[config.mk]
export PLATFORM = sky130hd
export DESIGN_NAME = sdp_queue
export DESIGN_NICKNAME = d
export VERILOG_FILES = /design/src/design/sdp_pkg.sv /design/src/design/sdp_queue.sv
export SDC_FILE = /design/constraint.sdc
export NUM_CORES = 1
export LEC_CHECK = 0
export CORE_ASPECT_RATIO = 1.75
export CORE_MARGIN = 5
export CORE_UTILIZATION = 40
export CTS_BUF_LIST = sky130_fd_sc_hd__clkbuf_2 sky130_fd_sc_hd__clkbuf_4 sky130_fd_sc_hd__clkbuf_8
export CTS_CLUSTER_DIAMETER = 80
export CTS_CLUSTER_SIZE = 8
export DETAILED_ROUTE_END_ITERATION = 7
export DONT_BUFFER_PORTS = 1
export PLACE_DENSITY = 0.64
export SETUP_SLACK_MARGIN = 0.15
export SYNTH_ARGS = -nofsm -noshare
export SYNTH_HDL_FRONTEND = slang
export SYNTH_SLANG_ARGS = --single-unit
[constraint.sdc]
create_clock -name clock -period 8.36 [get_ports clock]
set_clock_uncertainty 0.15 [all_clocks]
set_input_delay 2.09 -clock clock [delete_from_list [all_inputs] [get_ports clock]]
set_output_delay 2.09 -clock clock [all_outputs]
set_load 0.02 [all_outputs]
[src/design/sdp_pkg.sv]
package sdp_pkg;

   // field widths
   localparam int COORD_W = 12;
   localparam int FRAC_W = 4;
   localparam int DISP_W = 16;
   localparam int COLOUR_W = 8;
   localparam int BASE_W = 20;
   localparam int FX_W = 16;
   localparam int DEPTH_W = 31;
   localparam int POINT_W = 32;
   localparam int CSR_IDX_W = 3;
   localparam int CSR_DATA_W = 32;

   // decimation by reciprocal multiply
   localparam int MAX_DECIMATION = 16;
   localparam int DEC_W = 5;
   localparam int DEC_IDX_W = $clog2(MAX_DECIMATION);
   localparam int RECIP_SHIFT = 17;
   localparam int RECIP_W = RECIP_SHIFT + 1;
   localparam int PROD_W = COORD_W + RECIP_W;
   localparam int CHK_W = COORD_W + DEC_W;

   // ceil(2^17 / d) for d = 1 .. 16; exact floor for any 12-bit operand
   localparam logic [RECIP_W-1:0] DEC_RECIP [MAX_DECIMATION] = '{
      18'd131072, 18'd65536, 18'd43691, 18'd32768,
      18'd26215,  18'd21846, 18'd18725, 18'd16384,
      18'd14564,  18'd13108, 18'd11916, 18'd10923,
      18'd10083,  18'd9363,  18'd8739,  18'd8192
   };

   // reprojection arithmetic
   localparam int NUMR_W = COORD_W + FRAC_W + 2;   // 16*col - cx, signed
   localparam int MAG_W = NUMR_W - 1;
   localparam int DEN_W = 16;
   localparam int NUM_W = 38;                      // |numerator| < 2^37
   localparam int DIV_STEPS = 2;
   localparam int DIV_STAGES = NUM_W / DIV_STEPS;
   localparam int NUM_LANES = 3;
   localparam int LANE_X = 0;
   localparam int LANE_Y = 1;
   localparam int LANE_Z = 2;
   localparam logic [POINT_W-1:0] SAT_POS = 32'h7FFF_FFFF;
   localparam logic [POINT_W-1:0] SAT_NEG = 32'h8000_0000;

   // queue between front and back
   localparam int QUEUE_DEPTH = 4;
   localparam int QUEUE_AW = $clog2(QUEUE_DEPTH);

   typedef enum logic [CSR_IDX_W-1:0] {
      REG_BASELINE_UM = 3'd0,
      REG_FOCAL_X     = 3'd1,
      REG_CENTER_X    = 3'd2,
      REG_CENTER_Y    = 3'd3,
      REG_DISP_OFFSET = 3'd4,
      REG_MIN_DEPTH   = 3'd5,
      REG_MAX_DEPTH   = 3'd6,
      REG_DECIMATION  = 3'd7
   } sdp_reg_type;

   typedef struct packed {
      logic [COORD_W-1:0]       col;
      logic [COORD_W-1:0]       row;
      logic signed [DISP_W-1:0] disparity;
      logic [COLOUR_W-1:0]      blue;
      logic [COLOUR_W-1:0]      green;
      logic [COLOUR_W-1:0]      red;
   } sdp_req_type;

   typedef struct packed {
      logic [COORD_W-1:0]        out_col;
      logic [COORD_W-1:0]        out_row;
      logic                      valid_res;
      logic signed [POINT_W-1:0] point_x;
      logic signed [POINT_W-1:0] point_y;
      logic signed [POINT_W-1:0] point_z;
      logic [COLOUR_W-1:0]       out_blue;
      logic [COLOUR_W-1:0]       out_green;
      logic [COLOUR_W-1:0]       out_red;
   } sdp_rsp_type;

   typedef struct packed {
      logic [BASE_W-1:0]        baseline_um;
      logic [FX_W-1:0]          focal_x;
      logic [FX_W-1:0]          center_x;
      logic [FX_W-1:0]          center_y;
      logic signed [DISP_W-1:0] disparity_offset;
      logic [DEPTH_W-1:0]       min_depth_um;
      logic [DEPTH_W-1:0]       max_depth_um;
      logic [DEC_W-1:0]         decimation;
   } sdp_cfg_type;

   // word held in the queue: a kept pixel
   typedef struct packed {
      logic [COORD_W-1:0]       col;
      logic [COORD_W-1:0]       row;
      logic signed [DISP_W-1:0] disparity;
      logic [COLOUR_W-1:0]      blue;
      logic [COLOUR_W-1:0]      green;
      logic [COLOUR_W-1:0]      red;
      logic [COORD_W-1:0]       out_col;
      logic [COORD_W-1:0]       out_row;
   } sdp_item_type;

   typedef struct packed {
      logic full;
      logic empty;
   } sdp_queue_stat_type;

   typedef struct packed {
      logic [COORD_W-1:0]  out_col;
      logic [COORD_W-1:0]  out_row;
      logic [COLOUR_W-1:0] blue;
      logic [COLOUR_W-1:0] green;
      logic [COLOUR_W-1:0] red;
      logic                ok;
      logic                neg_x;
      logic                neg_y;
   } sdp_meta_type;

   typedef struct packed {
      logic [NUM_W-1:0] num;   // numerator bits still to come, quotient bits shifted in
      logic [DEN_W-1:0] rem;
   } sdp_lane_type;

endpackage

[src/design/sdp_queue.sv]
module sdp_queue (
   input  logic                        clock,
   input  logic                        reset,
   input  logic                        push,
   input  sdp_pkg::sdp_item_type       push_data,
   input  logic                        pop,
   output sdp_pkg::sdp_item_type       pop_data,
   output sdp_pkg::sdp_queue_stat_type q_stat
);

   sdp_pkg::sdp_item_type             entry_ff [sdp_pkg::QUEUE_DEPTH];
   logic [sdp_pkg::QUEUE_AW-1:0]      wr_ptr_ff, wr_ptr_in;
   logic [sdp_pkg::QUEUE_AW-1:0]      rd_ptr_ff, rd_ptr_in;
   logic [sdp_pkg::QUEUE_AW:0]        count_ff, count_in;

   always_comb begin
      wr_ptr_in = push ? wr_ptr_ff + sdp_pkg::QUEUE_AW'(1) : wr_ptr_ff;
      rd_ptr_in = pop ? rd_ptr_ff + sdp_pkg::QUEUE_AW'(1) : rd_ptr_ff;
      case ({push, pop})
         2'b10: count_in = count_ff + (sdp_pkg::QUEUE_AW+1)'(1);
         2'b01: count_in = count_ff - (sdp_pkg::QUEUE_AW+1)'(1);
         default: count_in = count_ff;
      endcase
   end

   assign q_stat.full = (count_ff == (sdp_pkg::QUEUE_AW+1)'(sdp_pkg::QUEUE_DEPTH));
   assign q_stat.empty = (count_ff == '0);
   assign pop_data = entry_ff[rd_ptr_ff];

   always_ff @(posedge clock) begin
      if (reset) begin
         wr_ptr_ff <= '0;
         rd_ptr_ff <= '0;
         count_ff <= '0;
      end else begin
         wr_ptr_ff <= wr_ptr_in;
         rd_ptr_ff <= rd_ptr_in;
         count_ff <= count_in;
      end
   end

   always_ff @(posedge clock) begin
      if (push) begin
         entry_ff[wr_ptr_ff] <= push_data;
      end
   end

endmodule

-- After elaboration in Yosys (flattened, before gate mapping)
Memory sizes are Yosys's and may differ from the RTL's. A register that Yosys moved wholly into a read port is not among the register bits.
Index checks and enable logic that the tools add are counted.
- memories kept: 1
- input bits: 92
- logic and storage cells: 18
- register bits after elaboration: 7
- RAM bits: 352
- output and inout port bits: 90
- memories (name ; depth ; width ; read ports ; clocked after memory_dff ; write ports ; RTL line ; source):
    entry_ff ; 4 ; 88 ; 1 ; 1 ; 1 ; sdp_queue.sv:11 ; sdp_pkg::sdp_item_type entry_ff [sdp_pkg::QUEUE_DEPTH];
- add/sub/neg operators: 4
- muxes and demuxes: 5
- equal/unequal tests: 3
- reduce and logical (&&, ||, !) cells: 2
- operators by type and width (operator ; count):
    $pmux W3 S2 ; 1
    $add A2 B1 Y2 const B ; 2
    $mux W2 ; 2
    $add A3 B1 Y3 const B ; 1
    $eq A3 B3 Y1 const B ; 1
    $logic_not A3 Y1 ; 1
    $sub A3 B1 Y3 const B ; 1
    $eq A2 B1 Y1 const B ; 1
    $eq A2 B2 Y1 const B ; 1
    $mux W1 ; 2
    $reduce_bool A2 Y1 ; 1

-- Depth between registers and ports, before layout
- depth in word-level cells: 3
- depth in mapped cells: 7
- mapped depth without buffers: 7

-- Worst setup path before layout
OpenSTA, ideal clock, no wires.
- kind: input to register
- start: input port push
- end: memory entry_ff[0][0] (netlist name), enable pin
- stages: 1
- setup slack: 3.623 ns
- data required time: 7.754 ns
- buffers on the path: 0
- data arrival time: 4.131 ns
- setup time: 0.456 ns
- cell sequence: and2_1
- word-level cells in the longest chain between the ends: 2
- RTL lines (element ; RTL line ; source):
    start, declared ; sdp_queue.sv:4 ; input logic push,
    $mux W1 ; sdp_queue.sv:43 ; if (push) begin
    $mux W1 (not written as such) ; sdp_queue.sv:44 ; entry_ff[wr_ptr_ff] <= push_data;
    end, declared ; sdp_queue.sv:11 ;
No other way between the ends.

==> results.json <==
{
  "yosys.cell_types.count": 22,
  "grt_max_degree": 51,
  "dr_wl_met2_mm": 12.9,
  "synthCells": 507,
  "path_class": "reg2out",
  "grt_pass1_wl_mm": 36.0,
  "async_flop_share": 0,
  "setup_tns_ns": 0,
  "top_layer": "met4",
  "power_leakage_nw": 4.36,
  "via_per_inst": 5.40,
  "cap_violations": 0,
  "crit_arrival_ns": 3.06,
  "initial_core_util": 0.406,
  "cts.repair.resized": 0,
  "drv_slew": 0,
  "portBuffers": 0,
  "cts_max_level": 2,
  "place_congestion": 0.765,
  "num_io_pins": 182,
  "seqPwrFrac": 0.589,
  "cts_num_sinks": 361,
  "ys_seq_area_frac": 0.819,
  "combPwrFrac": 0.086,
  "std_cell_rows": 87,
  "cp_max_fo": 50,
  "vias": 5171,
  "die_w_um": 147,
  "fmax_mhz": 189,
  "grt_antenna_before_repair": 1,
  "m1WireLength_mm": 7.83,
  "core-area_sq_um": 32300,
  "ant_nets": 0,
  "critical_path_required_ns": 6.12,
  "hpwl_mm": 15.1,
  "layout_commonest_cell": "edfxtp_1",
  "drt-pass1-iter-count": 4,
  "swShare": 0.228,
  "min_period_ns": 5.30,
  "grt_pass1_vias": 5776,
  "fillers": 2656,
  "netlist_area_sq_um": 13100,
  "finalHoldViolCount": 0,
  "p_switching_w": 0.000821,
  "cts-buffers-inserted": 51,
  "tightestPinTransition_ns": 1.05,
  "synthToLayoutAreaGrowth_pct": 9.37,
  "rsz0062_at_grt": "no",
  "finalCritPeriodShare": 0.634,
  "setup_viol": 0,
  "cts_tree": "yes",
  "drc": 0,
  "pre_cts_slack_ns": 3.48,
  "dieArea_sq_um": 36700,
  "synthFlopType": "edfxtp_1",
  "die_y_um": 250,
  "drt-initial-drc-count": 268,
  "worst_slack_ns": 3.06,
  "clk_latency_ns": 0.56,
  "ys_ff_latch": 361,
  "total_power_w": 0.00360,
  "slew_headroom": 0.301,
  "vdd_drop_max_v": 0.000131,
  "routed_wl_mm": 23.9,
  "syn_nets": 605,
  "powerDensity_nw_per_um2": 251,
  "grt_overflow": 0,
  "hold_path.class": "reg2reg",
  "clk_pin_slew_ns": 0.06,
  "cts_setup_buffers": 0,
  "yosys_warnings": 0,
  "dr_wl_met3_mm": 1.98,
  "end_kind": "output port",
  "track_usage": 0.130,
  "finalNetCount": 643,
  "layout_common_cells": "352 x edfxtp_1, 88 x mux4_2, 51 x clkbuf_8",
  "critPathLaunchType": "register",
  "drive_above_1_share": 0.295,
  "avgSynthCellArea_sq_um": 25.9,
  "internal_power_w": 0.00278,
  "cts_hold_buffers": 0,
  "power.share.clock": 0.325,
  "cts-root-buf": "clkbuf_8",
  "synth_edf_count": 352,
  "outcome": "finished, final reports clean",
  "wl_per_cell_um": 24.9,
  "clk_path_buf_depth": 3
}
-- cell usage after synthesis, drive strengths merged, types with 2 or more instances --
library cell | number | area [sq um]
clkbuf | 7 | 26.3
xor2 | 3 | 26.3
buf | 14 | 111
nor2 | 8 | 30.0
dfxtp | 9 | 180
and2 | 4 | 25.0
inv | 6 | 22.5
xnor2 | 2 | 17.5
mux4 | 88 | 1980
a21oi | 2 | 10.0
ha | 5 | 62.6
edfxtp | 352 | 10600
-- final timing paths --
path / from / endpoint / slack, ns / cells past startpoint
hold / removal: count_ff[2] / count_ff[2] / 0.38 / 2
setup / recovery: register / pop_data[23] / 3.06 / 2
setup reg to reg: wr_ptr_ff[0] / entry_ff[3][81] / 5.94 / 3
hold reg to reg: count_ff[2] / count_ff[2] / 0.38 / 2
-- state kept, by name, indices dropped and copies added, names as in the netlist, named ones only --
name,flops
entry_ff,352
wr_ptr_ff,2
count_ff,3
rd_ptr_ff,2
-- area by class of cell --
type	instances	area (sq um)	area share
Sequential cell	361	10800	0.750
Multi-Input combinational cell	119	2220	0.155
Clock buffer	60	769	0.0536
Tap cell	400	500	0.0349
Timing Repair Buffer	6	45.0	0.00314
Clock inverter	4	31.3	0.00218
Inverter	6	22.5	0.00157
Antenna cell	1	2.50	0.000174
-- through the flow --
step	hold WS, ns	utilization	std cells	instance area [sq um]
after floorplan	0.317	-	507	13100
after global placement	0.335	0.419	892	13500
after detailed placement	0.370	0.419	892	13500
after CTS	0.378	0.444	956	14300
after global routing	0.432	0.444	957	14300
final	0.383	0.444	957	14300
-- critical path: stages, from the launching register on --
cell and delay [ns]:
dfxtp_4 1.01, buf_4 0.74, mux4_2 0.68
-- per-layer routing --
metal  track usage  vias up
met5             0        -
met2         0.226      184
li1              -     2214
met3        0.0488       63
met4        0.0722        0
met1         0.134     2710
-- kinds of logic (layout without fill, tap and decap cells) --
| logic type | count (synthesis) | count (layout) | share of synthesized area |
|---|---|---|---|
| AO/OA/AOI/OAI | 3 | 3 | 0.00114 |
| XOR/XNOR | 5 | 5 | 0.00334 |
| adder cells (fa/ha/maj) | 6 | 6 | 0.00629 |
| buffers and inverters | 27 | 76 | 0.0122 |
| flip-flops | 361 | 361 | 0.819 |
| multiplexers | 89 | 89 | 0.152 |
| other | 0 | 1 | 0 |
| AND/OR/NAND/NOR | 16 | 16 | 0.00582 |
-- power groups by stage --
| stage | clock network, W | logic [W] | registers (W) |
|---|---|---|---|
| after floorplan | 0 | 0.000282 | 0.00214 |
| final | 0.00117 | 0.000308 | 0.00212 |
| after CTS | 0.00122 | 0.000318 | 0.00213 |
| after global routing | 0.00129 | 0.000325 | 0.00213 |
| after global placement | 0 | 0.000313 | 0.00216 |
| after detailed placement | 0 | 0.000317 | 0.00216 |
(Power assumes the default switching activity.)
