`src/design/sdp_pkg.sv`:
```
package sdp_pkg;

   // field widths
   localparam int COORD_W = 12;
   localparam int FRAC_W = 4;
   localparam int DISP_W = 16;
   localparam int COLOUR_W = 8;
   localparam int BASE_W = 20;
   localparam int FX_W = 16;
   localparam int DEPTH_W = 31;
   localparam int POINT_W = 32;
   localparam int CSR_IDX_W = 3;
   localparam int CSR_DATA_W = 32;

   // decimation by reciprocal multiply
   localparam int MAX_DECIMATION = 16;
   localparam int DEC_W = 5;
   localparam int DEC_IDX_W = $clog2(MAX_DECIMATION);
   localparam int RECIP_SHIFT = 17;
   localparam int RECIP_W = RECIP_SHIFT + 1;
   localparam int PROD_W = COORD_W + RECIP_W;
   localparam int CHK_W = COORD_W + DEC_W;

   // ceil(2^17 / d) for d = 1 .. 16; exact floor for any 12-bit operand
   localparam logic [RECIP_W-1:0] DEC_RECIP [MAX_DECIMATION] = '{
      18'd131072, 18'd65536, 18'd43691, 18'd32768,
      18'd26215,  18'd21846, 18'd18725, 18'd16384,
      18'd14564,  18'd13108, 18'd11916, 18'd10923,
      18'd10083,  18'd9363,  18'd8739,  18'd8192
   };

   // reprojection arithmetic
   localparam int NUMR_W = COORD_W + FRAC_W + 2;   // 16*col - cx, signed
   localparam int MAG_W = NUMR_W - 1;
   localparam int DEN_W = 16;
   localparam int NUM_W = 38;                      // |numerator| < 2^37
   localparam int DIV_STEPS = 2;
   localparam int DIV_STAGES = NUM_W / DIV_STEPS;
   localparam int NUM_LANES = 3;
   localparam int LANE_X = 0;
   localparam int LANE_Y = 1;
   localparam int LANE_Z = 2;
   localparam logic [POINT_W-1:0] SAT_POS = 32'h7FFF_FFFF;
   localparam logic [POINT_W-1:0] SAT_NEG = 32'h8000_0000;

   // queue between front and back
   localparam int QUEUE_DEPTH = 4;
   localparam int QUEUE_AW = $clog2(QUEUE_DEPTH);

   typedef enum logic [CSR_IDX_W-1:0] {
      REG_BASELINE_UM = 3'd0,
      REG_FOCAL_X     = 3'd1,
      REG_CENTER_X    = 3'd2,
      REG_CENTER_Y    = 3'd3,
      REG_DISP_OFFSET = 3'd4,
      REG_MIN_DEPTH   = 3'd5,
      REG_MAX_DEPTH   = 3'd6,
      REG_DECIMATION  = 3'd7
   } sdp_reg_type;

   typedef struct packed {
      logic [COORD_W-1:0]       col;
      logic [COORD_W-1:0]       row;
      logic signed [DISP_W-1:0] disparity;
      logic [COLOUR_W-1:0]      blue;
      logic [COLOUR_W-1:0]      green;
      logic [COLOUR_W-1:0]      red;
   } sdp_req_type;

   typedef struct packed {
      logic [COORD_W-1:0]        out_col;
      logic [COORD_W-1:0]        out_row;
      logic                      valid_res;
      logic signed [POINT_W-1:0] point_x;
      logic signed [POINT_W-1:0] point_y;
      logic signed [POINT_W-1:0] point_z;
      logic [COLOUR_W-1:0]       out_blue;
      logic [COLOUR_W-1:0]       out_green;
      logic [COLOUR_W-1:0]       out_red;
   } sdp_rsp_type;

   typedef struct packed {
      logic [BASE_W-1:0]        baseline_um;
      logic [FX_W-1:0]          focal_x;
      logic [FX_W-1:0]          center_x;
      logic [FX_W-1:0]          center_y;
      logic signed [DISP_W-1:0] disparity_offset;
      logic [DEPTH_W-1:0]       min_depth_um;
      logic [DEPTH_W-1:0]       max_depth_um;
      logic [DEC_W-1:0]         decimation;
   } sdp_cfg_type;

   // word held in the queue: a kept pixel
   typedef struct packed {
      logic [COORD_W-1:0]       col;
      logic [COORD_W-1:0]       row;
      logic signed [DISP_W-1:0] disparity;
      logic [COLOUR_W-1:0]      blue;
      logic [COLOUR_W-1:0]      green;
      logic [COLOUR_W-1:0]      red;
      logic [COORD_W-1:0]       out_col;
      logic [COORD_W-1:0]       out_row;
   } sdp_item_type;

   typedef struct packed {
      logic full;
      logic empty;
   } sdp_queue_stat_type;

   typedef struct packed {
      logic [COORD_W-1:0]  out_col;
      logic [COORD_W-1:0]  out_row;
      logic [COLOUR_W-1:0] blue;
      logic [COLOUR_W-1:0] green;
      logic [COLOUR_W-1:0] red;
      logic                ok;
      logic                neg_x;
      logic                neg_y;
   } sdp_meta_type;

   typedef struct packed {
      logic [NUM_W-1:0] num;   // numerator bits still to come, quotient bits shifted in
      logic [DEN_W-1:0] rem;
   } sdp_lane_type;

endpackage

```
`src/design/sdp_front.sv`:
```
module sdp_front (
   input  logic                        clock,
   input  logic                        reset,
   input  sdp_pkg::sdp_cfg_type        cfg,
   input  logic                        req_valid,
   output logic                        req_ready,
   input  sdp_pkg::sdp_req_type        req_data,
   input  sdp_pkg::sdp_queue_stat_type q_stat,
   output logic                        push,
   output sdp_pkg::sdp_item_type       push_data
);

   logic                                 f_adv;
   logic [sdp_pkg::DEC_W-1:0]            dec_eff;
   logic [sdp_pkg::DEC_W-1:0]            dec_m1;
   logic [sdp_pkg::RECIP_W-1:0]          recip;
   logic [sdp_pkg::PROD_W-1:0]           col_prod;
   logic [sdp_pkg::PROD_W-1:0]           row_prod;
   logic [sdp_pkg::CHK_W-1:0]            col_back;
   logic [sdp_pkg::CHK_W-1:0]            row_back;

   logic                                 f1_valid_ff;
   sdp_pkg::sdp_req_type                 f1_req_ff;
   logic [sdp_pkg::COORD_W-1:0]          f1_qcol_ff, f1_qcol_in;
   logic [sdp_pkg::COORD_W-1:0]          f1_qrow_ff, f1_qrow_in;
   logic [sdp_pkg::DEC_W-1:0]            f1_dec_ff;

   logic                                 f2_valid_ff;
   logic                                 f2_keep_ff, f2_keep_in;
   sdp_pkg::sdp_item_type                f2_item_ff, f2_item_in;

   // whole front moves together; it only holds for a kept word facing a full queue
   assign f_adv = !(f2_valid_ff && f2_keep_ff && q_stat.full);
   assign req_ready = f_adv;
   assign push = f2_valid_ff && f2_keep_ff && !q_stat.full;
   assign push_data = f2_item_ff;

   always_comb begin
      if (cfg.decimation == '0) begin
         dec_eff = sdp_pkg::DEC_W'(1);
      end else if (cfg.decimation > sdp_pkg::DEC_W'(sdp_pkg::MAX_DECIMATION)) begin
         dec_eff = sdp_pkg::DEC_W'(sdp_pkg::MAX_DECIMATION);
      end else begin
         dec_eff = cfg.decimation;
      end
      dec_m1 = dec_eff - sdp_pkg::DEC_W'(1);
      recip = sdp_pkg::DEC_RECIP[dec_m1[sdp_pkg::DEC_IDX_W-1:0]];
   end

   assign col_prod = {{(sdp_pkg::PROD_W-sdp_pkg::COORD_W){1'b0}}, req_data.col}
                   * {{(sdp_pkg::PROD_W-sdp_pkg::RECIP_W){1'b0}}, recip};
   assign row_prod = {{(sdp_pkg::PROD_W-sdp_pkg::COORD_W){1'b0}}, req_data.row}
                   * {{(sdp_pkg::PROD_W-sdp_pkg::RECIP_W){1'b0}}, recip};
   assign f1_qcol_in = col_prod[sdp_pkg::RECIP_SHIFT +: sdp_pkg::COORD_W];
   assign f1_qrow_in = row_prod[sdp_pkg::RECIP_SHIFT +: sdp_pkg::COORD_W];

   // multiple of the decimation exactly when quotient * dec gives the coordinate back
   assign col_back = {{sdp_pkg::DEC_W{1'b0}}, f1_qcol_ff}
                   * {{sdp_pkg::COORD_W{1'b0}}, f1_dec_ff};
   assign row_back = {{sdp_pkg::DEC_W{1'b0}}, f1_qrow_ff}
                   * {{sdp_pkg::COORD_W{1'b0}}, f1_dec_ff};

   always_comb begin
      f2_keep_in = (col_back == {{sdp_pkg::DEC_W{1'b0}}, f1_req_ff.col})
                && (row_back == {{sdp_pkg::DEC_W{1'b0}}, f1_req_ff.row});
      f2_item_in.col = f1_req_ff.col;
      f2_item_in.row = f1_req_ff.row;
      f2_item_in.disparity = f1_req_ff.disparity;
      f2_item_in.blue = f1_req_ff.blue;
      f2_item_in.green = f1_req_ff.green;
      f2_item_in.red = f1_req_ff.red;
      f2_item_in.out_col = f1_qcol_ff;
      f2_item_in.out_row = f1_qrow_ff;
   end

   always_ff @(posedge clock) begin
      if (reset) begin
         f1_valid_ff <= 1'b0;
         f2_valid_ff <= 1'b0;
      end else if (f_adv) begin
         f1_valid_ff <= req_valid;
         f2_valid_ff <= f1_valid_ff;
      end
   end

   always_ff @(posedge clock) begin
      if (f_adv) begin
         f1_req_ff <= req_data;
         f1_qcol_ff <= f1_qcol_in;
         f1_qrow_ff <= f1_qrow_in;
         f1_dec_ff <= dec_eff;
         f2_keep_ff <= f2_keep_in;
         f2_item_ff <= f2_item_in;
      end
   end

endmodule

```
`config.mk`:
```
export PLATFORM = sky130hd
export DESIGN_NAME = sdp_front
export DESIGN_NICKNAME = d
export VERILOG_FILES = /design/src/design/sdp_pkg.sv /design/src/design/sdp_front.sv
export SDC_FILE = /design/constraint.sdc
export NUM_CORES = 1
export LEC_CHECK = 0
export BUFFER_PORTS_ARGS = -buffer_cell sky130_fd_sc_hd__clkbuf_2
export CAP_MARGIN = 20
export CORE_ASPECT_RATIO = 2
export CORE_MARGIN = 2
export CORE_UTILIZATION = 25
export CTS_CLUSTER_DIAMETER = 50
export DETAILED_ROUTE_END_ITERATION = 10
export SETUP_SLACK_MARGIN = 0.15
export SYNTH_ARGS = -nofsm -noshare
export SYNTH_HDL_FRONTEND = slang
export SYNTH_SLANG_ARGS = --single-unit
```
`constraint.sdc`:
```
create_clock -name clock -period 22.1 [get_ports clock]
set_input_delay 1.105 -clock clock [delete_from_list [all_inputs] [get_ports clock]]
set_output_delay 1.105 -clock clock [all_outputs]
set_load 0.1 [all_outputs]
```
# Word level (Yosys, flattened, before mapping)
# Memories as Yosys holds them, arrays and structs flattened.
# Cells that the tools add are included.
# classes
n_addsub	1
mul	4
n_lt_le_gt_ge	2
n_eq_ne	2
mux	4
bitwise	1
n_reduce_logical	7
# op_table
cell	count
$mul 12x18->29	2
$mux 18	2
$eq 17x12->1	2
$mul 12x5->17	2
$mux 5	2
$ge 5x5->1 const B	1
$gt 5x5->1 const B	1
$logic_not 5->1	1
$not 4->5	1
$logic_and 1x1->1	4
$sub 4x1->4 const B	1
$logic_not 1->1	2
# totals
register_bits	184
rom_bits	288
input_bits	220
n_memories	1
# memory_table
memory	words	width	rd	rd_ports_with_merged_regs	wr	line_no	rtl
(no name shown)	16	18	1	0	0	sdp_front.sv:47	recip = sdp_pkg::DEC_RECIP[dec_m1[sdp_pkg::DEC_IDX_W-1:0]];

# Logic depth before layout (Yosys ltp)
# depth
ltp_word	9
depth_mapped	31

# Worst setup path after synthesis
# Ideal clock, no wire load.
# synth_path
kind	input port to flip-flop
startpoint	input cfg[1] (netlist name)
endpoint	register f1_qcol_ff[5] (netlist name), data pin
t_arrival_ps	8242
t_required_ps	21840
path_slack_ps	13598
stages	31
path_cell_list	or3_1 -> a21oi_1 -> inv_1 -> ha_1 -> clkbuf_1 -> inv_1 -> xnor2_1 -> buf_2 -> mux2i_1 -> nand2_1 -> o21a_1 -> clkbuf_1 -> nand2_1 -> fa_1 -> inv_1 -> fa_1 -> fa_1 -> fa_1 -> inv_1 -> fa_1 -> inv_1 -> ha_1 -> a21oi_1 -> o221ai_1 -> or4_1 -> nor3_1 -> a211oi_2 -> a31oi_1 -> o21bai_2 -> a21oi_1 -> xnor2_1
# synth_between
elab_chain_cells	9
elab_cells_between_ends	10
# synth_rtl
element	line_no	rtl
start, declared	sdp_front.sv:4	input sdp_pkg::sdp_cfg_type cfg,
$gt 5x5->1	sdp_front.sv:41	end else if (cfg.decimation > sdp_pkg::DEC_W'(sdp_pkg::MAX_DECIMATION)) begin
$mux 5	sdp_front.sv:41	
$mux 5 (*)	sdp_front.sv:39	if (cfg.decimation == '0) begin
named net dec_eff (one bit)	sdp_front.sv:14	logic [sdp_pkg::DEC_W-1:0] dec_eff;
$sub 4x1->4 (*)	sdp_front.sv:46	dec_m1 = dec_eff - sdp_pkg::DEC_W'(1);
$not 4->5 (not written as such) (*)	sdp_front.sv:47	
$mem_v2 16x18 (*)	-	
$mux 18 (not written as such) (*) (2 in a row)	sdp_front.sv:47	
$mul 12x18->29 (*)	sdp_front.sv:51	* {{(sdp_pkg::PROD_W-sdp_pkg::RECIP_W){1'b0}}, recip};
named net col_prod (one bit)	sdp_front.sv:17	logic [sdp_pkg::PROD_W-1:0] col_prod;
end signal, assigned	sdp_front.sv:89	f1_qcol_ff <= f1_qcol_in;
end, declared	sdp_front.sv:24	logic [sdp_pkg::COORD_W-1:0] f1_qcol_ff, f1_qcol_in;
# Mark *: on every way through the listed nets, which the timed path passes. The rest lies on a longest branch. The select of a mux whose other input is x is not followed.
# A chain may end at the register's enable or synchronous reset.

# Worst setup path after layout
# layout_path
startpoint	input cfg[2] (netlist name)
endpoint	register f1_qcol_ff[5] (netlist name), data pin
# Same word-level chain as after synthesis.

==> impl_metrics.yaml <==
run_status:
  outcome: "complete, no violations"
detailed_routing:
  met2_length_mm: 33.6
  routedLengthMet1_mm: 20.7
  routed_via_density: 4.52
  drt_iter0_markers: 617
  vias: 15523
  firstDrtPassIters: 5
  drc: 0
  wl_mm: 60.9
  wire_per_inst_um: 17.7
  wl_met3_mm: 2.58
  postRouteAntennaNets: 0
  top_layer: "met5"
synth:
  synthFlopType: "edfxtp_1"
  synth_edf_count: 182
  async_flop_share: 0
  syn_area_mm2: 0.0223
  yosys_warnings: 0
  yosysSeqAreaShare: 0.247
  synth-seq-cells: 184
  synth_cells: 2143
  synth_nets: 2919
  synth_cell_types: 73
  synth_area_per_cell_um2: 10.4
sta:
  finalSetupTns_ps: 0
  max_slew.worst_pin.slew_ps: 996
  hold_viol: 0
  min_period_over_period: 0.443
  min_period_ps: 9780
  rsz0062_at_grt: "false"
  drv_slew: 0
  finalSetupViolations: 0
  fmax_ghz: 0.102
  slew-limit-headroom: 0.334
  fin_worst_skew_ps: 21.7
critical_path:
  path_depth: 31
  rr_worst_depth: 16
  reg2reg_from: "f1_dec_ff[3]$_DFFE_PN_"
  r2r-end: "f2_keep_ff$_DFFE_PN_"
  path_delay_family: "adder cells"
  crit_arrival_ps: 10020
  crit_type: "input port to register"
  crit_start: "cfg[2]"
  critPathMaxStageDelay_ps: 810
  start_kind: "input port"
  critPathSlowestCell: "nor2b_1"
  crit_fanout: 31
  path_buf_inv: 9
  r2r_slack_ps: 16540
  cp.required_ps: 22340
  worstSetupEndpoint: "f1_qcol_ff[5]$_DFFE_PN_"
  endpoint_kind: "register"
grt:
  grt_max_degree: 147
  antenna_found_initial: 16
  overflow: 0
  grt_pass1_vias: 17211
  grt_pass1_wl_mm: 94.7
  grt_usage: 0.136
clock_network:
  cts_resized: 0
  clk_pin_slew_ps: 60
  cts_setup_buffers: 0
  clockBufferDepth: 3
  ctsHoldBuffers: 0
  clock_latency_ps: 510
  clkSinkCount: 184
  cts_tree: "done"
  cts.htree.levels: 4
  root_buffer: "clkbuf_16"
  numCtsBuffers: 25
placement:
  dp_cells: 3405
  port_buffers: 162
  place_congestion: 0.848
  dpl.hpwl_mm: 48.8
floorplanning:
  coreArea_mm2: 0.0882
  ioPinCount: 310
  die-area_mm2: 0.0916
  rows: 154
  die_h_um: 426
  start_util: 0.252
  die_w_um: 215
final_layout:
  area_growth_syn_to_layout_pct: 12.8
  antenna_cells: 0
  num-fill-cells: 9277
  final_nets: 3038
  fin_cells: 3438
  final_layout_size_suffix_gt1_frac: 0.106
pwr:
  p_leak_nw: 12.1
  power.density_mw_per_mm2: 105
  ir_worst_vdd_mv: 0.0558
run:
  maxCapViolCount: 0
worst_hold_path:
  hold_class: "register to register"
## state kept, by name (all words and copies together), names as in the netlist
name         flops
push_data       88
f2_valid_ff      1
f1_qrow_ff      12
f1_dec_ff        5
f2_keep_ff       1
f1_valid_ff      1
f1_qcol_ff      12
f1_req_ff       64
## layer usage
| metal | vias up | GRT usage |
|---|---|---|
| met3 | 188 | 0.0217 |
| met2 | 394 | 0.267 |
| met5 | - | 0 |
| li1 | 6894 | - |
| met1 | 8019 | 0.129 |
| met4 | 28 | 0.0866 |
## cells in the final DEF (no fill, tap or decap), drive strengths merged, types with 5 or more instances in the layout
cell type	Yosys	routed
nand3	14	14
buf	14	25
fa	376	376
a211oi	7	7
xor2	19	19
inv	400	400
and3	37	37
ha	180	180
nand2b	8	8
clkbuf	81	188
o21ai	24	24
nor3	18	18
edfxtp	182	182
a21oi	39	39
xnor2	50	50
nand4	7	7
a21o	17	17
o31ai	5	5
nor2	33	33
o21a	9	9
mux2i	9	9
o21bai	5	5
nor4	6	6
or3	5	5
nand2	318	318
and2	221	221
## Yosys cell counts, types with 9 or more instances
library cell  instances  share of area
nor3_1               18         0.0040
xnor2_1              50          0.020
a21o_1               17         0.0057
clkbuf_1             81          0.014
buf_1                12         0.0020
nand3_1              14         0.0031
fa_1                376           0.34
a21oi_1              39         0.0088
edfxtp_1            182           0.25
inv_1               398          0.067
o21ai_0              19         0.0043
xor2_1               19         0.0075
o21a_1                9         0.0030
and2_1              221          0.062
and3_1               37          0.010
ha_1                180           0.10
nand2_1             317          0.053
mux2i_1               9         0.0040
nor2_1               33         0.0056
## where the power goes
| group | internal (mW) | total (mW) | leakage (nW) | switching (mW) |
|---|---|---|---|---|
| clock network | 0.214 | 0.354 | 0.329 | 0.139 |
| logic | 0.667 | 1.75 | 9.79 | 1.09 |
| registers | 0.469 | 0.529 | 1.97 | 0.0603 |
## worst min path at each step
| stage | start | endpoint | slack, ps | depth (start not counted) |
|---|---|---|---|---|
| after global placement | f1_req_ff[2]$_DFFE_PN_ | push_data[26]$_DFFE_PN_ | 400 | 0 |
| after floorplan | f1_req_ff[0]$_DFFE_PN_ | push_data[24]$_DFFE_PN_ | 400 | 0 |
| after global routing | f1_req_ff[29]$_DFFE_PN_ | push_data[53]$_DFFE_PN_ | 420 | 0 |
| after detailed placement | f1_req_ff[0]$_DFFE_PN_ | push_data[24]$_DFFE_PN_ | 400 | 0 |
| final | f1_req_ff[0]$_DFFE_PN_ | push_data[24]$_DFFE_PN_ | 420 | 0 |
| after CTS | f1_req_ff[6]$_DFFE_PN_ | push_data[30]$_DFFE_PN_ | 420 | 0 |
## layout make-up
type | count | area (um^2) | share of cell area
clock buffers | 26 | 629 | 0.0251
clock inverters | 7 | 68.8 | 0.00274
inverters | 400 | 1500 | 0.0598
multi-input cells | 1464 | 14900 | 0.595
flip-flops and latches | 184 | 5510 | 0.219
well taps | 1170 | 1460 | 0.0583
repair buffers | 187 | 1010 | 0.0402
## cell families (layout without fill, tap and decap cells)
| kind of cell | after synthesis | count (layout) | synth area share |
|---|---|---|---|
| buffers and inverters | 495 | 620 | 0.0835 |
| flip-flops | 184 | 184 | 0.247 |
| AND/OR/NAND/NOR | 683 | 683 | 0.152 |
| multiplexers | 11 | 11 | 0.00522 |
| adder cells (fa/ha/maj) | 557 | 557 | 0.440 |
| AO/OA/AOI/OAI | 144 | 144 | 0.0457 |
| XOR/XNOR | 69 | 69 | 0.0271 |
## through the flow
stage	hold slack (ps)	util	setup WS [ps]	cell area (um^2)	total power, mW
2_1_floorplan	400	-	13600	22300	1.83
3_3_place_gp	401	0.277	11900	24400	2.28
3_5_place_dp	405	0.277	11820	24400	2.30
4_1_cts	419	0.285	12340	25100	2.68
5_1_grt	420	0.285	11730	25100	2.89
6_report	417	0.285	12320	25100	2.64
No activity file was read; power rests on OpenSTA's default activity.
